**src/rtl/ikl_pkg.sv**
```systemverilog
// Shared types and constants of the INI section/key lookup block.
// No dependencies; imported by every module of the block but ikl_checker.
package ikl_pkg;

    // Name and value limits
    localparam int NAME_MAX   = 16;
    localparam int VALUE_MAX  = 32;
    localparam int NAME_BYTES = 16;
    localparam int NAME_IDX_W = $clog2(NAME_BYTES);
    localparam int POS_W      = $clog2(NAME_MAX + 2);
    localparam int LEN_W      = 5;
    localparam int VCNT_W     = $clog2(VALUE_MAX + 1);
    localparam int ADDR_W     = $clog2(2 * VALUE_MAX);
    localparam int FIFO_DEPTH = 2;
    localparam int CFG_IDX_W  = 3;
    localparam int CFG_DATA_W = 64;

    // Configuration register indexes
    localparam logic [CFG_IDX_W-1:0] REG_SECTION_LOW  = 3'd0;
    localparam logic [CFG_IDX_W-1:0] REG_SECTION_HIGH = 3'd1;
    localparam logic [CFG_IDX_W-1:0] REG_SECTION_LEN  = 3'd2;
    localparam logic [CFG_IDX_W-1:0] REG_KEY_LOW      = 3'd3;
    localparam logic [CFG_IDX_W-1:0] REG_KEY_HIGH     = 3'd4;
    localparam logic [CFG_IDX_W-1:0] REG_KEY_LEN      = 3'd5;

    // Characters of the INI syntax
    localparam logic [7:0] CH_SEMI   = 8'h3B;
    localparam logic [7:0] CH_HASH   = 8'h23;
    localparam logic [7:0] CH_LBRACK = 8'h5B;
    localparam logic [7:0] CH_RBRACK = 8'h5D;
    localparam logic [7:0] CH_EQUAL  = 8'h3D;
    localparam logic [7:0] CH_SPACE  = 8'h20;
    localparam logic [7:0] CH_TAB    = 8'h09;
    localparam logic [7:0] CH_CR     = 8'h0D;
    localparam logic [7:0] CH_LF     = 8'h0A;

    // Answer command from the parser to the output sequencer
    typedef struct packed {
        logic              found;
        logic              bank;
        logic [VCNT_W-1:0] count;
    } cmd_t;

    // Value buffer write request
    typedef struct packed {
        logic              en;
        logic [ADDR_W-1:0] addr;
        logic [7:0]        data;
    } wr_t;

    // Buffer bank released by the output sequencer
    typedef struct packed {
        logic en;
        logic bank;
    } rel_t;

    // Buffer address of an entry in one of the two banks
    function automatic logic [ADDR_W-1:0] buf_addr(input logic bank,
                                                   input logic [VCNT_W-1:0] idx);
        logic [ADDR_W-1:0] base;
        base = bank ? ADDR_W'(VALUE_MAX) : '0;
        return base + ADDR_W'(idx);
    endfunction

endpackage

```
**src/rtl/ini_section_key_lookup.sv**
```systemverilog
// INI lookup of one key in one section, top level.
// Depends on ikl_pkg, ikl_front, ikl_cmd_fifo and ikl_back.
//
// The block takes one text byte per cycle on the s_ channel while s_ready is
// high and answers each text once on the m_ channel: the found value as one
// result per byte followed by a closing result with last_of_answer set, or a
// single not-found result at end of text. Input acceptance is limited only by
// the two-entry answer queue and by the two value buffer banks: while both
// banks hold answers not yet read out, s_ready drops until the output side
// drains one. Results leave at one per cycle while m_ready is high, through
// the buffer's single read port; an answer of n bytes gives n + 1 results.
// Configuration registers are written through cfg_we/cfg_index/cfg_data; the
// user must write them only while the block is idle; the block does not enforce it.
module ini_section_key_lookup (
    input  logic                            aclk,
    input  logic                            aresetn,
    input  logic                            cfg_we,
    input  logic [ikl_pkg::CFG_IDX_W-1:0]   cfg_index,
    input  logic [ikl_pkg::CFG_DATA_W-1:0]  cfg_data,
    input  logic                            s_valid,
    output logic                            s_ready,
    input  logic [7:0]                      s_text_byte,
    input  logic                            s_end_of_text,
    output logic                            m_valid,
    input  logic                            m_ready,
    output logic [7:0]                      m_value_byte,
    output logic                            m_byte_valid,
    output logic                            m_key_found,
    output logic                            m_last_of_answer
);
    import ikl_pkg::*;

    logic fifo_full;
    logic fifo_empty;
    logic push;
    logic pop;
    cmd_t push_cmd;
    cmd_t head_cmd;
    wr_t  wr;
    rel_t release_bank;

    // Parse and classify bytes
    ikl_front u_front (
        .aclk         (aclk),
        .aresetn      (aresetn),
        .cfg_we       (cfg_we),
        .cfg_index    (cfg_index),
        .cfg_data     (cfg_data),
        .s_valid      (s_valid),
        .s_ready      (s_ready),
        .s_text_byte  (s_text_byte),
        .s_end_of_text(s_end_of_text),
        .fifo_full    (fifo_full),
        .release_bank (release_bank),
        .push         (push),
        .push_cmd     (push_cmd),
        .wr           (wr)
    );

    // Queue answers between the two sides
    ikl_cmd_fifo u_fifo (
        .aclk    (aclk),
        .aresetn (aresetn),
        .push    (push),
        .push_cmd(push_cmd),
        .pop     (pop),
        .head    (head_cmd),
        .empty   (fifo_empty),
        .full    (fifo_full)
    );

    // Read out answers
    ikl_back u_back (
        .aclk            (aclk),
        .aresetn         (aresetn),
        .wr              (wr),
        .cmd_valid       (!fifo_empty),
        .cmd             (head_cmd),
        .pop             (pop),
        .release_bank    (release_bank),
        .m_valid         (m_valid),
        .m_ready         (m_ready),
        .m_value_byte    (m_value_byte),
        .m_byte_valid    (m_byte_valid),
        .m_key_found     (m_key_found),
        .m_last_of_answer(m_last_of_answer)
    );

endmodule

```
**src/rtl/ikl_cmd_fifo.sv**
```systemverilog
// Two-entry answer command queue between parser and output sequencer.
// Depends on ikl_pkg for cmd_t and FIFO_DEPTH.
module ikl_cmd_fifo (
    input  logic          aclk,
    input  logic          aresetn,
    input  logic          push,
    input  ikl_pkg::cmd_t push_cmd,
    input  logic          pop,
    output ikl_pkg::cmd_t head,
    output logic          empty,
    output logic          full
);
    import ikl_pkg::*;

    localparam int PTR_W = (FIFO_DEPTH > 1) ? $clog2(FIFO_DEPTH) : 1;
    localparam int CNT_W = $clog2(FIFO_DEPTH + 1);

    cmd_t             slot_reg [FIFO_DEPTH];
    logic [PTR_W-1:0] wr_ptr_reg, wr_ptr_next;
    logic [PTR_W-1:0] rd_ptr_reg, rd_ptr_next;
    logic [CNT_W-1:0] count_reg, count_next;

    assign head  = slot_reg[rd_ptr_reg];
    assign empty = (count_reg == '0);
    assign full  = (count_reg == CNT_W'(FIFO_DEPTH));

    // Advance pointers and fill count
    always_comb begin
        wr_ptr_next = wr_ptr_reg;
        rd_ptr_next = rd_ptr_reg;
        count_next  = count_reg;
        if (push) begin
            wr_ptr_next = (wr_ptr_reg == PTR_W'(FIFO_DEPTH - 1)) ? '0 : wr_ptr_reg + 1'b1;
        end
        if (pop) begin
            rd_ptr_next = (rd_ptr_reg == PTR_W'(FIFO_DEPTH - 1)) ? '0 : rd_ptr_reg + 1'b1;
        end
        if (push && !pop) begin
            count_next = count_reg + 1'b1;
        end else if (pop && !push) begin
            count_next = count_reg - 1'b1;
        end
    end

    always_ff @(posedge aclk) begin
        if (!aresetn) begin
            wr_ptr_reg <= '0;
            rd_ptr_reg <= '0;
            count_reg  <= '0;
        end else begin
            wr_ptr_reg <= wr_ptr_next;
            rd_ptr_reg <= rd_ptr_next;
            count_reg  <= count_next;
        end
    end

    // Store pushed commands
    always_ff @(posedge aclk) begin
        if (push) begin
            slot_reg[wr_ptr_reg] <= push_cmd;
        end
    end

endmodule

```
**src/rtl/ikl_front.sv**
```systemverilog
// Byte parser: configuration registers, line classification, name matching
// and value capture. Depends on ikl_pkg; feeds ikl_cmd_fifo and ikl_back.
module ikl_front (
    input  logic                            aclk,
    input  logic                            aresetn,
    input  logic                            cfg_we,
    input  logic [ikl_pkg::CFG_IDX_W-1:0]   cfg_index,
    input  logic [ikl_pkg::CFG_DATA_W-1:0]  cfg_data,
    input  logic                            s_valid,
    output logic                            s_ready,
    input  logic [7:0]                      s_text_byte,
    input  logic                            s_end_of_text,
    input  logic                            fifo_full,
    input  ikl_pkg::rel_t                   release_bank,
    output logic                            push,
    output ikl_pkg::cmd_t                   push_cmd,
    output ikl_pkg::wr_t                    wr
);
    import ikl_pkg::*;

    localparam logic [2:0] PH_LINE_START = 3'd0;
    localparam logic [2:0] PH_SKIP       = 3'd1;
    localparam logic [2:0] PH_HDR_LEAD   = 3'd2;
    localparam logic [2:0] PH_HDR_NAME   = 3'd3;
    localparam logic [2:0] PH_KEY_NAME   = 3'd4;
    localparam logic [2:0] PH_VAL_LEAD   = 3'd5;
    localparam logic [2:0] PH_VAL_BODY   = 3'd6;
    localparam logic [2:0] PH_VAL_DONE   = 3'd7;

    typedef struct packed {
        logic [POS_W-1:0] pos;
        logic             match;
        logic             match_ln;
        logic [POS_W-1:0] len_ln;
    } name_state_t;

    localparam name_state_t NAME_BEGIN = '{pos: '0, match: 1'b1, match_ln: 1'b1, len_ln: '0};

    function automatic logic [7:0] to_lower(input logic [7:0] c);
        return (c >= 8'h41 && c <= 8'h5A) ? c + 8'h20 : c;
    endfunction

    function automatic logic is_blank(input logic [7:0] c);
        return c inside {CH_SPACE, CH_TAB};
    endfunction

    function automatic logic is_line_end(input logic [7:0] c);
        return c inside {CH_CR, CH_LF};
    endfunction

    // One name byte against the configured name
    function automatic name_state_t name_feed(input name_state_t st, input logic [7:0] c,
                                              input logic [NAME_BYTES-1:0][7:0] want);
        name_state_t ns;
        ns = st;
        if (st.pos < POS_W'(NAME_MAX)) begin
            if (to_lower(c) != to_lower(want[st.pos[NAME_IDX_W-1:0]])) begin
                ns.match = 1'b0;
            end
        end else begin
            ns.match = 1'b0;
        end
        if (st.pos <= POS_W'(NAME_MAX)) begin
            ns.pos = st.pos + 1'b1;
        end
        if (!is_blank(c)) begin
            ns.match_ln = ns.match;
            ns.len_ln   = ns.pos;
        end
        return ns;
    endfunction

    function automatic logic name_matches(input name_state_t st, input logic [LEN_W-1:0] len);
        return st.match_ln && (len <= LEN_W'(NAME_MAX)) &&
               ((POS_W + LEN_W)'(st.len_ln) == (POS_W + LEN_W)'(len));
    endfunction

    // Configuration registers
    logic [NAME_BYTES-1:0][7:0] section_name_reg;
    logic [LEN_W-1:0]           section_length_reg;
    logic [NAME_BYTES-1:0][7:0] key_name_reg;
    logic [LEN_W-1:0]           key_length_reg;

    always_ff @(posedge aclk) begin
        if (!aresetn) begin
            section_name_reg   <= '0;
            section_length_reg <= '0;
            key_name_reg       <= '0;
            key_length_reg     <= '0;
        end else if (cfg_we) begin
            case (cfg_index)
                REG_SECTION_LOW:  section_name_reg[7:0]  <= cfg_data;
                REG_SECTION_HIGH: section_name_reg[15:8] <= cfg_data;
                REG_SECTION_LEN:  section_length_reg     <= cfg_data[LEN_W-1:0];
                REG_KEY_LOW:      key_name_reg[7:0]      <= cfg_data;
                REG_KEY_HIGH:     key_name_reg[15:8]     <= cfg_data;
                REG_KEY_LEN:      key_length_reg         <= cfg_data[LEN_W-1:0];
                default: begin
                end
            endcase
        end
    end

    // Parser state
    logic [2:0]        phase_reg, phase_next;
    logic              in_sec_reg, in_sec_next;
    name_state_t       name_reg, name_next;
    logic [VCNT_W-1:0] vcount_reg, vcount_next;
    logic [VCNT_W-1:0] vtrim_reg, vtrim_next;
    logic              answered_reg, answered_next;
    logic              bank_reg, bank_next;
    logic [1:0]        busy_reg, busy_next;

    logic       accept;
    logic [7:0] c;

    // Stall while the queue is full or the bank to fill still holds an answer not yet read out
    assign s_ready = !fifo_full && !busy_reg[bank_reg];
    assign accept  = s_valid && s_ready;
    assign c       = s_text_byte;

    always_comb begin
        phase_next    = phase_reg;
        in_sec_next   = in_sec_reg;
        name_next     = name_reg;
        vcount_next   = vcount_reg;
        vtrim_next    = vtrim_reg;
        answered_next = answered_reg;
        bank_next     = bank_reg;
        busy_next     = busy_reg;
        push          = 1'b0;
        push_cmd      = '{found: 1'b1, bank: bank_reg, count: vtrim_reg};
        wr.en         = 1'b0;
        wr.addr       = buf_addr(bank_reg, vcount_reg);
        wr.data       = c;

        // Free a bank once its answer is read out
        if (release_bank.en) begin
            busy_next[release_bank.bank] = 1'b0;
        end

        if (accept && s_end_of_text) begin
            // Answer if still open, then restart the text state
            if (!answered_reg) begin
                push = 1'b1;
                if (phase_reg >= PH_VAL_LEAD) begin
                    busy_next[bank_reg] = 1'b1;
                    bank_next           = !bank_reg;
                end else begin
                    push_cmd = '{found: 1'b0, bank: bank_reg, count: '0};
                end
            end
            phase_next    = PH_LINE_START;
            in_sec_next   = 1'b0;
            name_next     = NAME_BEGIN;
            vcount_next   = '0;
            vtrim_next    = '0;
            answered_next = 1'b0;
        end else if (accept && !answered_reg) begin
            case (phase_reg)
                PH_LINE_START: begin
                    if (is_line_end(c) || is_blank(c)) begin
                        phase_next = PH_LINE_START;
                    end else if (c inside {CH_SEMI, CH_HASH}) begin
                        phase_next = PH_SKIP;
                    end else if (c == CH_LBRACK) begin
                        name_next  = NAME_BEGIN;
                        phase_next = PH_HDR_LEAD;
                    end else if (in_sec_reg) begin
                        name_next = NAME_BEGIN;
                        if (c == CH_EQUAL) begin
                            if (name_matches(NAME_BEGIN, key_length_reg)) begin
                                vcount_next = '0;
                                vtrim_next  = '0;
                                phase_next  = PH_VAL_LEAD;
                            end else begin
                                phase_next = PH_SKIP;
                            end
                        end else begin
                            name_next  = name_feed(NAME_BEGIN, c, key_name_reg);
                            phase_next = PH_KEY_NAME;
                        end
                    end else begin
                        phase_next = PH_SKIP;
                    end
                end
                PH_SKIP: begin
                    if (is_line_end(c)) begin
                        phase_next = PH_LINE_START;
                    end
                end
                PH_HDR_LEAD, PH_HDR_NAME: begin
                    if (c == CH_RBRACK || is_line_end(c)) begin
                        in_sec_next = name_matches(name_reg, section_length_reg);
                        phase_next  = is_line_end(c) ? PH_LINE_START : PH_SKIP;
                    end else if (phase_reg == PH_HDR_NAME || !is_blank(c)) begin
                        name_next  = name_feed(name_reg, c, section_name_reg);
                        phase_next = PH_HDR_NAME;
                    end
                end
                PH_KEY_NAME: begin
                    if (is_line_end(c)) begin
                        phase_next = PH_LINE_START;
                    end else if (c == CH_EQUAL) begin
                        if (name_matches(name_reg, key_length_reg)) begin
                            vcount_next = '0;
                            vtrim_next  = '0;
                            phase_next  = PH_VAL_LEAD;
                        end else begin
                            phase_next = PH_SKIP;
                        end
                    end else begin
                        name_next = name_feed(name_reg, c, key_name_reg);
                    end
                end
                default: begin
                    // Value line: capture bytes, answer at line end
                    if (is_line_end(c)) begin
                        push                = 1'b1;
                        answered_next       = 1'b1;
                        busy_next[bank_reg] = 1'b1;
                        bank_next           = !bank_reg;
                    end else if (phase_reg != PH_VAL_DONE) begin
                        if (c inside {CH_SEMI, CH_HASH}) begin
                            phase_next = PH_VAL_DONE;
                        end else if (phase_reg == PH_VAL_BODY || !is_blank(c)) begin
                            if (vcount_reg < VCNT_W'(VALUE_MAX - 1)) begin
                                wr.en       = 1'b1;
                                vcount_next = vcount_reg + 1'b1;
                            end
                            if (!is_blank(c)) begin
                                vtrim_next = vcount_next;
                            end
                            phase_next = PH_VAL_BODY;
                        end
                    end
                end
            endcase
        end
    end

    always_ff @(posedge aclk) begin
        if (!aresetn) begin
            phase_reg    <= PH_LINE_START;
            in_sec_reg   <= 1'b0;
            name_reg     <= NAME_BEGIN;
            vcount_reg   <= '0;
            vtrim_reg    <= '0;
            answered_reg <= 1'b0;
            bank_reg     <= 1'b0;
            busy_reg     <= '0;
        end else begin
            phase_reg    <= phase_next;
            in_sec_reg   <= in_sec_next;
            name_reg     <= name_next;
            vcount_reg   <= vcount_next;
            vtrim_reg    <= vtrim_next;
            answered_reg <= answered_next;
            bank_reg     <= bank_next;
            busy_reg     <= busy_next;
        end
    end

endmodule

```
**src/rtl/ikl_back.sv**
```systemverilog
// Output sequencer: two-bank value buffer, read stage and result register.
// Depends on ikl_pkg; takes commands from ikl_cmd_fifo and writes from ikl_front.
module ikl_back (
    input  logic          aclk,
    input  logic          aresetn,
    input  ikl_pkg::wr_t  wr,
    input  logic          cmd_valid,
    input  ikl_pkg::cmd_t cmd,
    output logic          pop,
    output ikl_pkg::rel_t release_bank,
    output logic          m_valid,
    input  logic          m_ready,
    output logic [7:0]    m_value_byte,
    output logic          m_byte_valid,
    output logic          m_key_found,
    output logic          m_last_of_answer
);
    import ikl_pkg::*;

    logic [7:0] buf_mem [2 * VALUE_MAX];
    logic [7:0] rd_data_reg;

    logic [VCNT_W-1:0] k_reg, k_next;
    logic              st1_valid_reg, st1_valid_next;
    logic              st1_byte_reg, st1_byte_next;
    logic              st1_found_reg, st1_found_next;
    logic              st1_last_reg, st1_last_next;

    logic       m_valid_reg;
    logic [7:0] m_value_byte_reg;
    logic       m_byte_valid_reg;
    logic       m_key_found_reg;
    logic       m_last_reg;

    logic              advance;
    logic [ADDR_W-1:0] rd_addr;

    assign advance = !m_valid_reg || m_ready;
    assign rd_addr = buf_addr(cmd.bank, k_reg);

    // Issue the next result of the head command
    always_comb begin
        k_next         = k_reg;
        pop            = 1'b0;
        st1_valid_next = st1_valid_reg;
        st1_byte_next  = st1_byte_reg;
        st1_found_next = st1_found_reg;
        st1_last_next  = st1_last_reg;
        if (advance) begin
            st1_valid_next = cmd_valid;
            st1_byte_next  = 1'b0;
            st1_found_next = cmd.found;
            st1_last_next  = 1'b1;
            if (cmd_valid) begin
                if (cmd.found && (k_reg < cmd.count)) begin
                    st1_byte_next = 1'b1;
                    st1_last_next = 1'b0;
                    k_next        = k_reg + 1'b1;
                end else begin
                    pop    = 1'b1;
                    k_next = '0;
                end
            end
        end
    end

    assign release_bank.en   = pop && cmd.found;
    assign release_bank.bank = cmd.bank;

    // Value buffer: one write and one registered read port
    always_ff @(posedge aclk) begin
        if (wr.en) begin
            buf_mem[wr.addr] <= wr.data;
        end
        if (advance) begin
            rd_data_reg <= buf_mem[rd_addr];
        end
    end

    always_ff @(posedge aclk) begin
        if (!aresetn) begin
            k_reg         <= '0;
            st1_valid_reg <= 1'b0;
            m_valid_reg   <= 1'b0;
        end else begin
            k_reg         <= k_next;
            st1_valid_reg <= st1_valid_next;
            if (advance) begin
                m_valid_reg <= st1_valid_reg;
            end
        end
    end

    // Payload of read stage and result register
    always_ff @(posedge aclk) begin
        st1_byte_reg  <= st1_byte_next;
        st1_found_reg <= st1_found_next;
        st1_last_reg  <= st1_last_next;
        if (advance) begin
            m_value_byte_reg <= st1_byte_reg ? rd_data_reg : 8'h00;
            m_byte_valid_reg <= st1_byte_reg;
            m_key_found_reg  <= st1_found_reg;
            m_last_reg       <= st1_last_reg;
        end
    end

    assign m_valid          = m_valid_reg;
    assign m_value_byte     = m_value_byte_reg;
    assign m_byte_valid     = m_byte_valid_reg;
    assign m_key_found      = m_key_found_reg;
    assign m_last_of_answer = m_last_reg;

endmodule

```
**config.mk**
```make
export PLATFORM = sky130hd
export DESIGN_NAME = ini_section_key_lookup
export DESIGN_NICKNAME = d
export VERILOG_FILES = /design/src/rtl/ikl_pkg.sv /design/src/rtl/ini_section_key_lookup.sv /design/src/rtl/ikl_cmd_fifo.sv /design/src/rtl/ikl_front.sv /design/src/rtl/ikl_back.sv
export SDC_FILE = /design/constraint.sdc
export NUM_CORES = 1
export LEC_CHECK = 0
export BUFFER_PORTS_ARGS = -buffer_cell sky130_fd_sc_hd__buf_2
export CORE_ASPECT_RATIO = 0.8
export CORE_UTILIZATION = 45
export CTS_BUF_LIST = sky130_fd_sc_hd__clkbuf_4 sky130_fd_sc_hd__clkbuf_8
export CTS_CLUSTER_DIAMETER = 40
export DETAILED_ROUTE_END_ITERATION = 10
export PLACE_DENSITY_LB_ADDON = 0.3
export SETUP_SLACK_MARGIN = 0.02
export SLEW_MARGIN = 20
export SYNTH_ARGS = -nofsm -noshare
export SYNTH_HDL_FRONTEND = slang
export SYNTH_SLANG_ARGS = --single-unit
```
**constraint.sdc**
```tcl
create_clock -name aclk -period 4.1 [get_ports aclk]
set_input_delay 0.41 -clock aclk [delete_from_list [all_inputs] [get_ports aclk]]
set_output_delay 0.41 -clock aclk [all_outputs]
set_load 0.01 [all_outputs]
```
### Word-level counts from Yosys, hierarchy flattened

Memories as Yosys holds them, arrays and structs flattened. A register that Yosys moved wholly into a read port is not among the register bits.
Cells that the tools add are included.

| word-level totals | value |
|---|---|
| output and inout port bits | 13 |
| memory bits (writable) | 528 |
| memories | 2 |
| bits in registers | 324 |

Memory list:

| memory | words | bits a word | rd ports | clocked after memory_dff | write ports | line | source |
|---|---|---|---|---|---|---|---|
| u_back.buf_mem | 64 | 8 | 1 | 1 | 1 | ikl_back.sv:20 | `logic [7:0] buf_mem [2 * VALUE_MAX];` |
| u_fifo.slot_reg | 2 | 8 | 1 | 1 | 1 | ikl_cmd_fifo.sv:18 | `cmd_t slot_reg [FIFO_DEPTH];` |

| operators by class | value |
|---|---|
| reduce and logical (&&, ||, !) cells | 67 |
| add/subtract/negate cells | 13 |
| equality and inequality tests | 51 |
| magnitude comparators | 20 |
| bitwise logic cells | 7 |
| mux-type cells | 118 |

Operators with widths:

| kind | count |
|---|---|
| $mux W6 | 25 |
| $mux W12 | 8 |
| $mux W8 | 10 |
| $bmux W8 S4 | 2 |
| $mux W3 | 16 |
| $mux W1 | 41 |
| $pmux W12 S3 | 1 |
| $pmux W6 S3 | 2 |
| $add A8 B6 Y8 const B | 4 |
| $eq A8 B6 Y1 const B | 4 |
| $ge A8 B7 Y1 const B | 4 |
| $le A8 B7 Y1 const B | 4 |
| $eq A8 B4 Y1 const B | 3 |
| $ne A2 B2 Y1 const B | 12 |
| $ne A8 B8 Y1 | 3 |
| $logic_and A1 B1 Y1 | 19 |
| $mux W2 | 9 |
| $eq A8 B7 Y1 const B | 2 |
| $ne A2 B1 Y1 const B | 8 |
| $reduce_and A16 Y1 | 1 |
| $le A5 B5 Y1 const B | 3 |
| $reduce_and A15 Y1 | 1 |
| $reduce_and A2 Y1 | 7 |
| $add A6 B1 Y6 const B | 2 |
| 44 further kinds | 85 |

### Depth between registers and ports, before layout

| depth | value |
|---|---|
| word-level depth | 13 |
| mapped depth | 14 |
| mapped depth without buffers | 13 |

### By module

A second synthesis with hierarchy kept.

| second synthesis, totals | value |
|---|---|
| cell total of the unflattened synthesis | 2793 |
| area, all modules | 36784.0 um2 |

By module, submodules not included:

| module | seq. area each (um2) | area an instance (um2) | times used | cells each |
|---|---|---|---|---|
| ikl_back | 16195.5 | 21182.8 | 1 | 1035 |
| ikl_front | 5965.7 | 14802.9 | 1 | 1710 |
| ikl_cmd_fifo | 580.6 | 794.5 | 1 | 47 |
| ini_section_key_lookup | 0.0 | 3.8 | 1 | 1 |

### Worst setup path before layout

Ideal clock, no wire load.

| timing path | value |
|---|---|
| path type | register to register |
| start point | reg u_front.name_reg[8] (netlist bit) |
| end point | reg u_front.name_reg[5] (netlist bit) |
| library setup time | 0.133 ns |
| arrival | 2.900 ns |
| required time | 3.967 ns |
| path buffers | 3 |
| cell stages (with the launch flop) | 11 |
| setup slack | 1.067 ns |
| cell sequence | dfxtp_1 > buf_6 > buf_2 > buf_1 > mux4_2 > mux4_2 > ha_1 > o41ai_2 > xnor2_1 > a32oi_1 > o21ai_1 |

| on the way | value |
|---|---|
| cells in the longest elaborated chain, start to end | 12 |

RTL lines:

| item | line | source |
|---|---|---|
| start: declaration | ikl_front.sv:107 | `name_state_t name_reg, name_next;` |
| start signal: assignment | ikl_front.sv:255 | `name_reg <= name_next;` |
| $bmux W8 S4 | ikl_front.sv:57 | `if (to_lower(c) != to_lower(want[st.pos[NAME_IDX_W-1:0]])) begin` |
| $mux W8 (not written as such) | ikl_front.sv:57 |  |
| $ge A8 B7 Y1 / $le A8 B7 Y1 (equally long branches) | ikl_front.sv:40 | `return (c >= 8'h41 && c <= 8'h5A) ? c + 8'h20 : c;` |
| $logic_and A1 B1 Y1 | ikl_front.sv:40 |  |
| $mux W8 | ikl_front.sv:40 |  |
| $ne A8 B8 Y1 | ikl_front.sv:57 |  |
| $mux W1 | ikl_front.sv:57 |  |
| $mux W1 | ikl_front.sv:56 | `if (st.pos < POS_W'(NAME_MAX)) begin` |
| $mux W6 | ikl_front.sv:66 | `if (!is_blank(c)) begin` |
| $mux W12 (on tied branches) | ikl_front.sv:204, ikl_front.sv:196 |  |
| $mux W12 (on tied branches) | ikl_front.sv:202, ikl_front.sv:193 |  |
| $pmux W12 S3 * | ikl_front.sv:160 | `case (phase_reg)` |

Every way passes the cells marked *; elsewhere a longest branch is shown, timed or not. The select of a mux whose other input is x is not followed.
A chain may end at the register's enable or synchronous reset.

### Worst setup path after layout

| timing path | value |
|---|---|
| start point | reg u_front.name_reg[9] (netlist bit) |
| end point | reg u_front.name_reg[5] (netlist bit) |

The elaborated chain is that of the path after synthesis.

==> impl_metrics.toml <==
[status]
status = "complete, no violations"

[worst_setup_path]
crit_arrival_ns = 4.42
r2r_start = "u_front.name_reg[9]"
required_ns = 4.80
end_kind = "flip-flop"
start_kind = "flip-flop"
setup.worst_path.start = "u_front.name_reg[9]"
critPathSlowestCell = "dfxtp_1"
crit_family = "compound AO/OA/AOI/OAI gates"
cp_max_fo = 17
cp.buffers_inverters = 0
cpPeakStageDelay_ns = 1.02
crit_chain = "mux4_2 > a22oi_1 > nand2_1 > xnor2_1 > nand4_1 > or3_1 > a2111oi_2 > a32oi_1 > o21ai_1"
path_class = "reg2reg"

[timing]
fin_tns_setup_ns = 0
worstMarginPinSlew_ns = 1.05
post-route-period-util_pct = 90.8
rsz0062_at_grt = "false"
max_freq_mhz = 269
min_period_ns = 3.72
fin_skew_ns = 0.0442
slew_violations = 0
hold_viol = 0
timing.final.ws_setup_ns = 0.378
slew_headroom_pct = 29.2
setup_viol = 0

[cts]
cts_buffers = 139
cts_sinks = 861
cts_buffer_depth = 3
cts_resized = 0
cts_hold_buf = 67
clk_pin_slew_worst_paths_ns = 0.06
cts-root-buf = "clkbuf_8"
cts_tree = "done"
worstSkewPairLatency_ns = 0.81
htreeDepth = 4
cts_setup_buffers = 0

[floorplanning]
die_h_um = 256
die_w_um = 319
dieArea_um2 = 81600
rows = 92
initial_core_util_pct = 45.7
coreArea_um2 = 79200
pin_count = 94

[power_and_ir_drop]
power_frac_seq_pct = 48.5
swShare_pct = 25.2
powerDensity_nw_per_um2 = 481
internal_power_mw = 14.9
vdd_drop_max_uv = 416
p_leak_nw = 13.5
power_switching_mw = 5.01
power.share.combinational_pct = 14.1
clkPwrFrac_pct = 37.4

[drt]
wl_per_cell_um = 23.1
drcViolationCount = 0
drt_iter0_markers = 2395
postRouteAntennaNets = 0
dr.pass1.iters = 5
drt-vias-per-instance = 5.74
wl_um = 91600
vias = 22774

[min_path]
hold_class = "in2reg"
min_from = "s_text_byte[0]"

[job]
maxCapViolCount = 0

[final_layout]
largest_register_ffs = 512
area_delta_synth_final_pct = 14.4
nFillCells = 6541
layout_common_cells = "nand2_1 (574), edfxtp_1 (550), dfxtp_1 (305), a21boi_0 (259), mux4_2 (234)"
stdcell_count = 3966
final_common_cell = "nand2_1"
num-nets-final = 2908
layout-drive-gt1-share_pct = 22.9

[yosys]
syn_avg_cell_area_um2 = 13.9
yosysWarnings = 0
ys_seq_area_share_pct = 62.8
netlist_area_um2 = 36200
ys_types = 69
ys_ff_latch = 861
synth-async-reset-ratio_pct = 0
synthFlopType = "edfxtp_1"
syn-num-nets = 2707
synth_cells = 2613
synth-edff-count = 550

[global_route]
grt_usage_pct = 22.6
first_global_vias = 22383
gr-total-overflow = 0
grt_start_max_net_pins = 178
grt_pass1_wl_um = 140000
grt_antenna_before_repair = 8

[placed_design]
io_buffer_count = 93
gp_congestion = 0.876
dp_slack_ns = 0.236
placedCellCount = 3640
hpwl_um = 58000
## through the flow
stage          hold WS, ns  instance area [um^2]  util [%]  total power, mW
2_1_floorplan        0.400                 36200         -             11.6
3_3_place_gp         0.402                 37900      47.8             12.6
3_5_place_dp         0.405                 37900      47.8             12.6
4_1_cts             0.0809                 41400      52.3             20.1
5_1_grt              0.120                 41400      52.3             20.6
6_report             0.149                 41400      52.3             19.9
## per-layer routing
metal	up-vias	global-route usage [%]	share of wire (%)
li1	10098	-	-
met1	11561	33.3	45
met2	996	34.0	45
met3	119	5.11	8.1
met4	0	5.68	1.8
met5	-	0	0
## kinds of logic (layout without fill, tap and decap cells)
group / count (synthesis) / count (layout) / synth area share, %
buffers and inverters: 189 / 502 / 2.14
XOR/XNOR: 47 / 47 / 1.16
adder cells (fa/ha/maj): 13 / 13 / 0.449
AO/OA/AOI/OAI: 379 / 379 / 7.87
other: 0 / 6 / 0
AND/OR/NAND/NOR: 846 / 846 / 9.74
flip-flops: 861 / 861 / 62.8
multiplexers: 278 / 278 / 15.8
## worst reg2reg max path: stages, from the launching register on
cell	delay [ns]
dfxtp_1	1.02
mux4_2	0.61
a22oi_1	0.53
nand2_1	0.23
xnor2_1	0.19
nand4_1	0.10
or3_1	0.40
a2111oi_2	0.23
a32oi_1	0.17
o21ai_1	0.15
## Yosys cell counts (8+ instances only)
library cell / instances / area (um^2)
nand2_1: 574 / 2150
edfxtp_1: 550 / 16500
dfxtp_1: 311 / 6230
a21boi_0: 259 / 1940
mux4_2: 234 / 5270
nor2_1: 125 / 469
clkbuf_1: 122 / 458
mux2i_1: 37 / 370
nor2b_1: 31 / 194
buf_1: 25 / 93.8
xnor2_1: 25 / 219
inv_1: 23 / 86.3
o21ai_0: 21 / 105
xor2_1: 21 / 184
a22oi_1: 20 / 150
nand3_1: 20 / 100
a21oi_1: 19 / 95.1
nor3_1: 17 / 85.1
and2_1: 16 / 100
ha_1: 13 / 163
nand2b_1: 11 / 68.8
buf_2: 10 / 50.1
nand4_1: 9 / 56.3
o21a_1: 9 / 67.6
or3_1: 8 / 50.1
## power groups by stage
stage	clock network, mW	registers [mW]	logic, mW
final	7.45	9.65	2.81
after CTS	7.60	9.65	2.83
after global routing	7.96	9.67	3.00
after floorplan	0	9.70	1.94
after global placement	0	9.82	2.73
after detailed placement	0	9.84	2.78
## path summary, 6_finish.rpt
kind                     endpoint  slack (ns)  depth (start not counted)
min reg2reg    u_back.m_key_found        0.42                          0
min          u_back.buf_mem[2][0]        0.15                          1
max           u_front.name_reg[5]        0.38                          9
max reg2reg   u_front.name_reg[5]        0.38                          9
## layout make-up
class                           instances  area [um^2]  area share [%]
Sequential cell                       861        22800            55.0
Multi-Input combinational cell       1563        12700            30.7
Clock buffer                          199         2470            5.97
Timing Repair Buffer                  226         1710            4.14
Tap cell                             1034         1290            3.12
Clock inverter                         54          358           0.864
Inverter                               23         86.3           0.209
Antenna cell                            6         15.0          0.0363
Note: power is estimated with default switching activity, not from simulation.
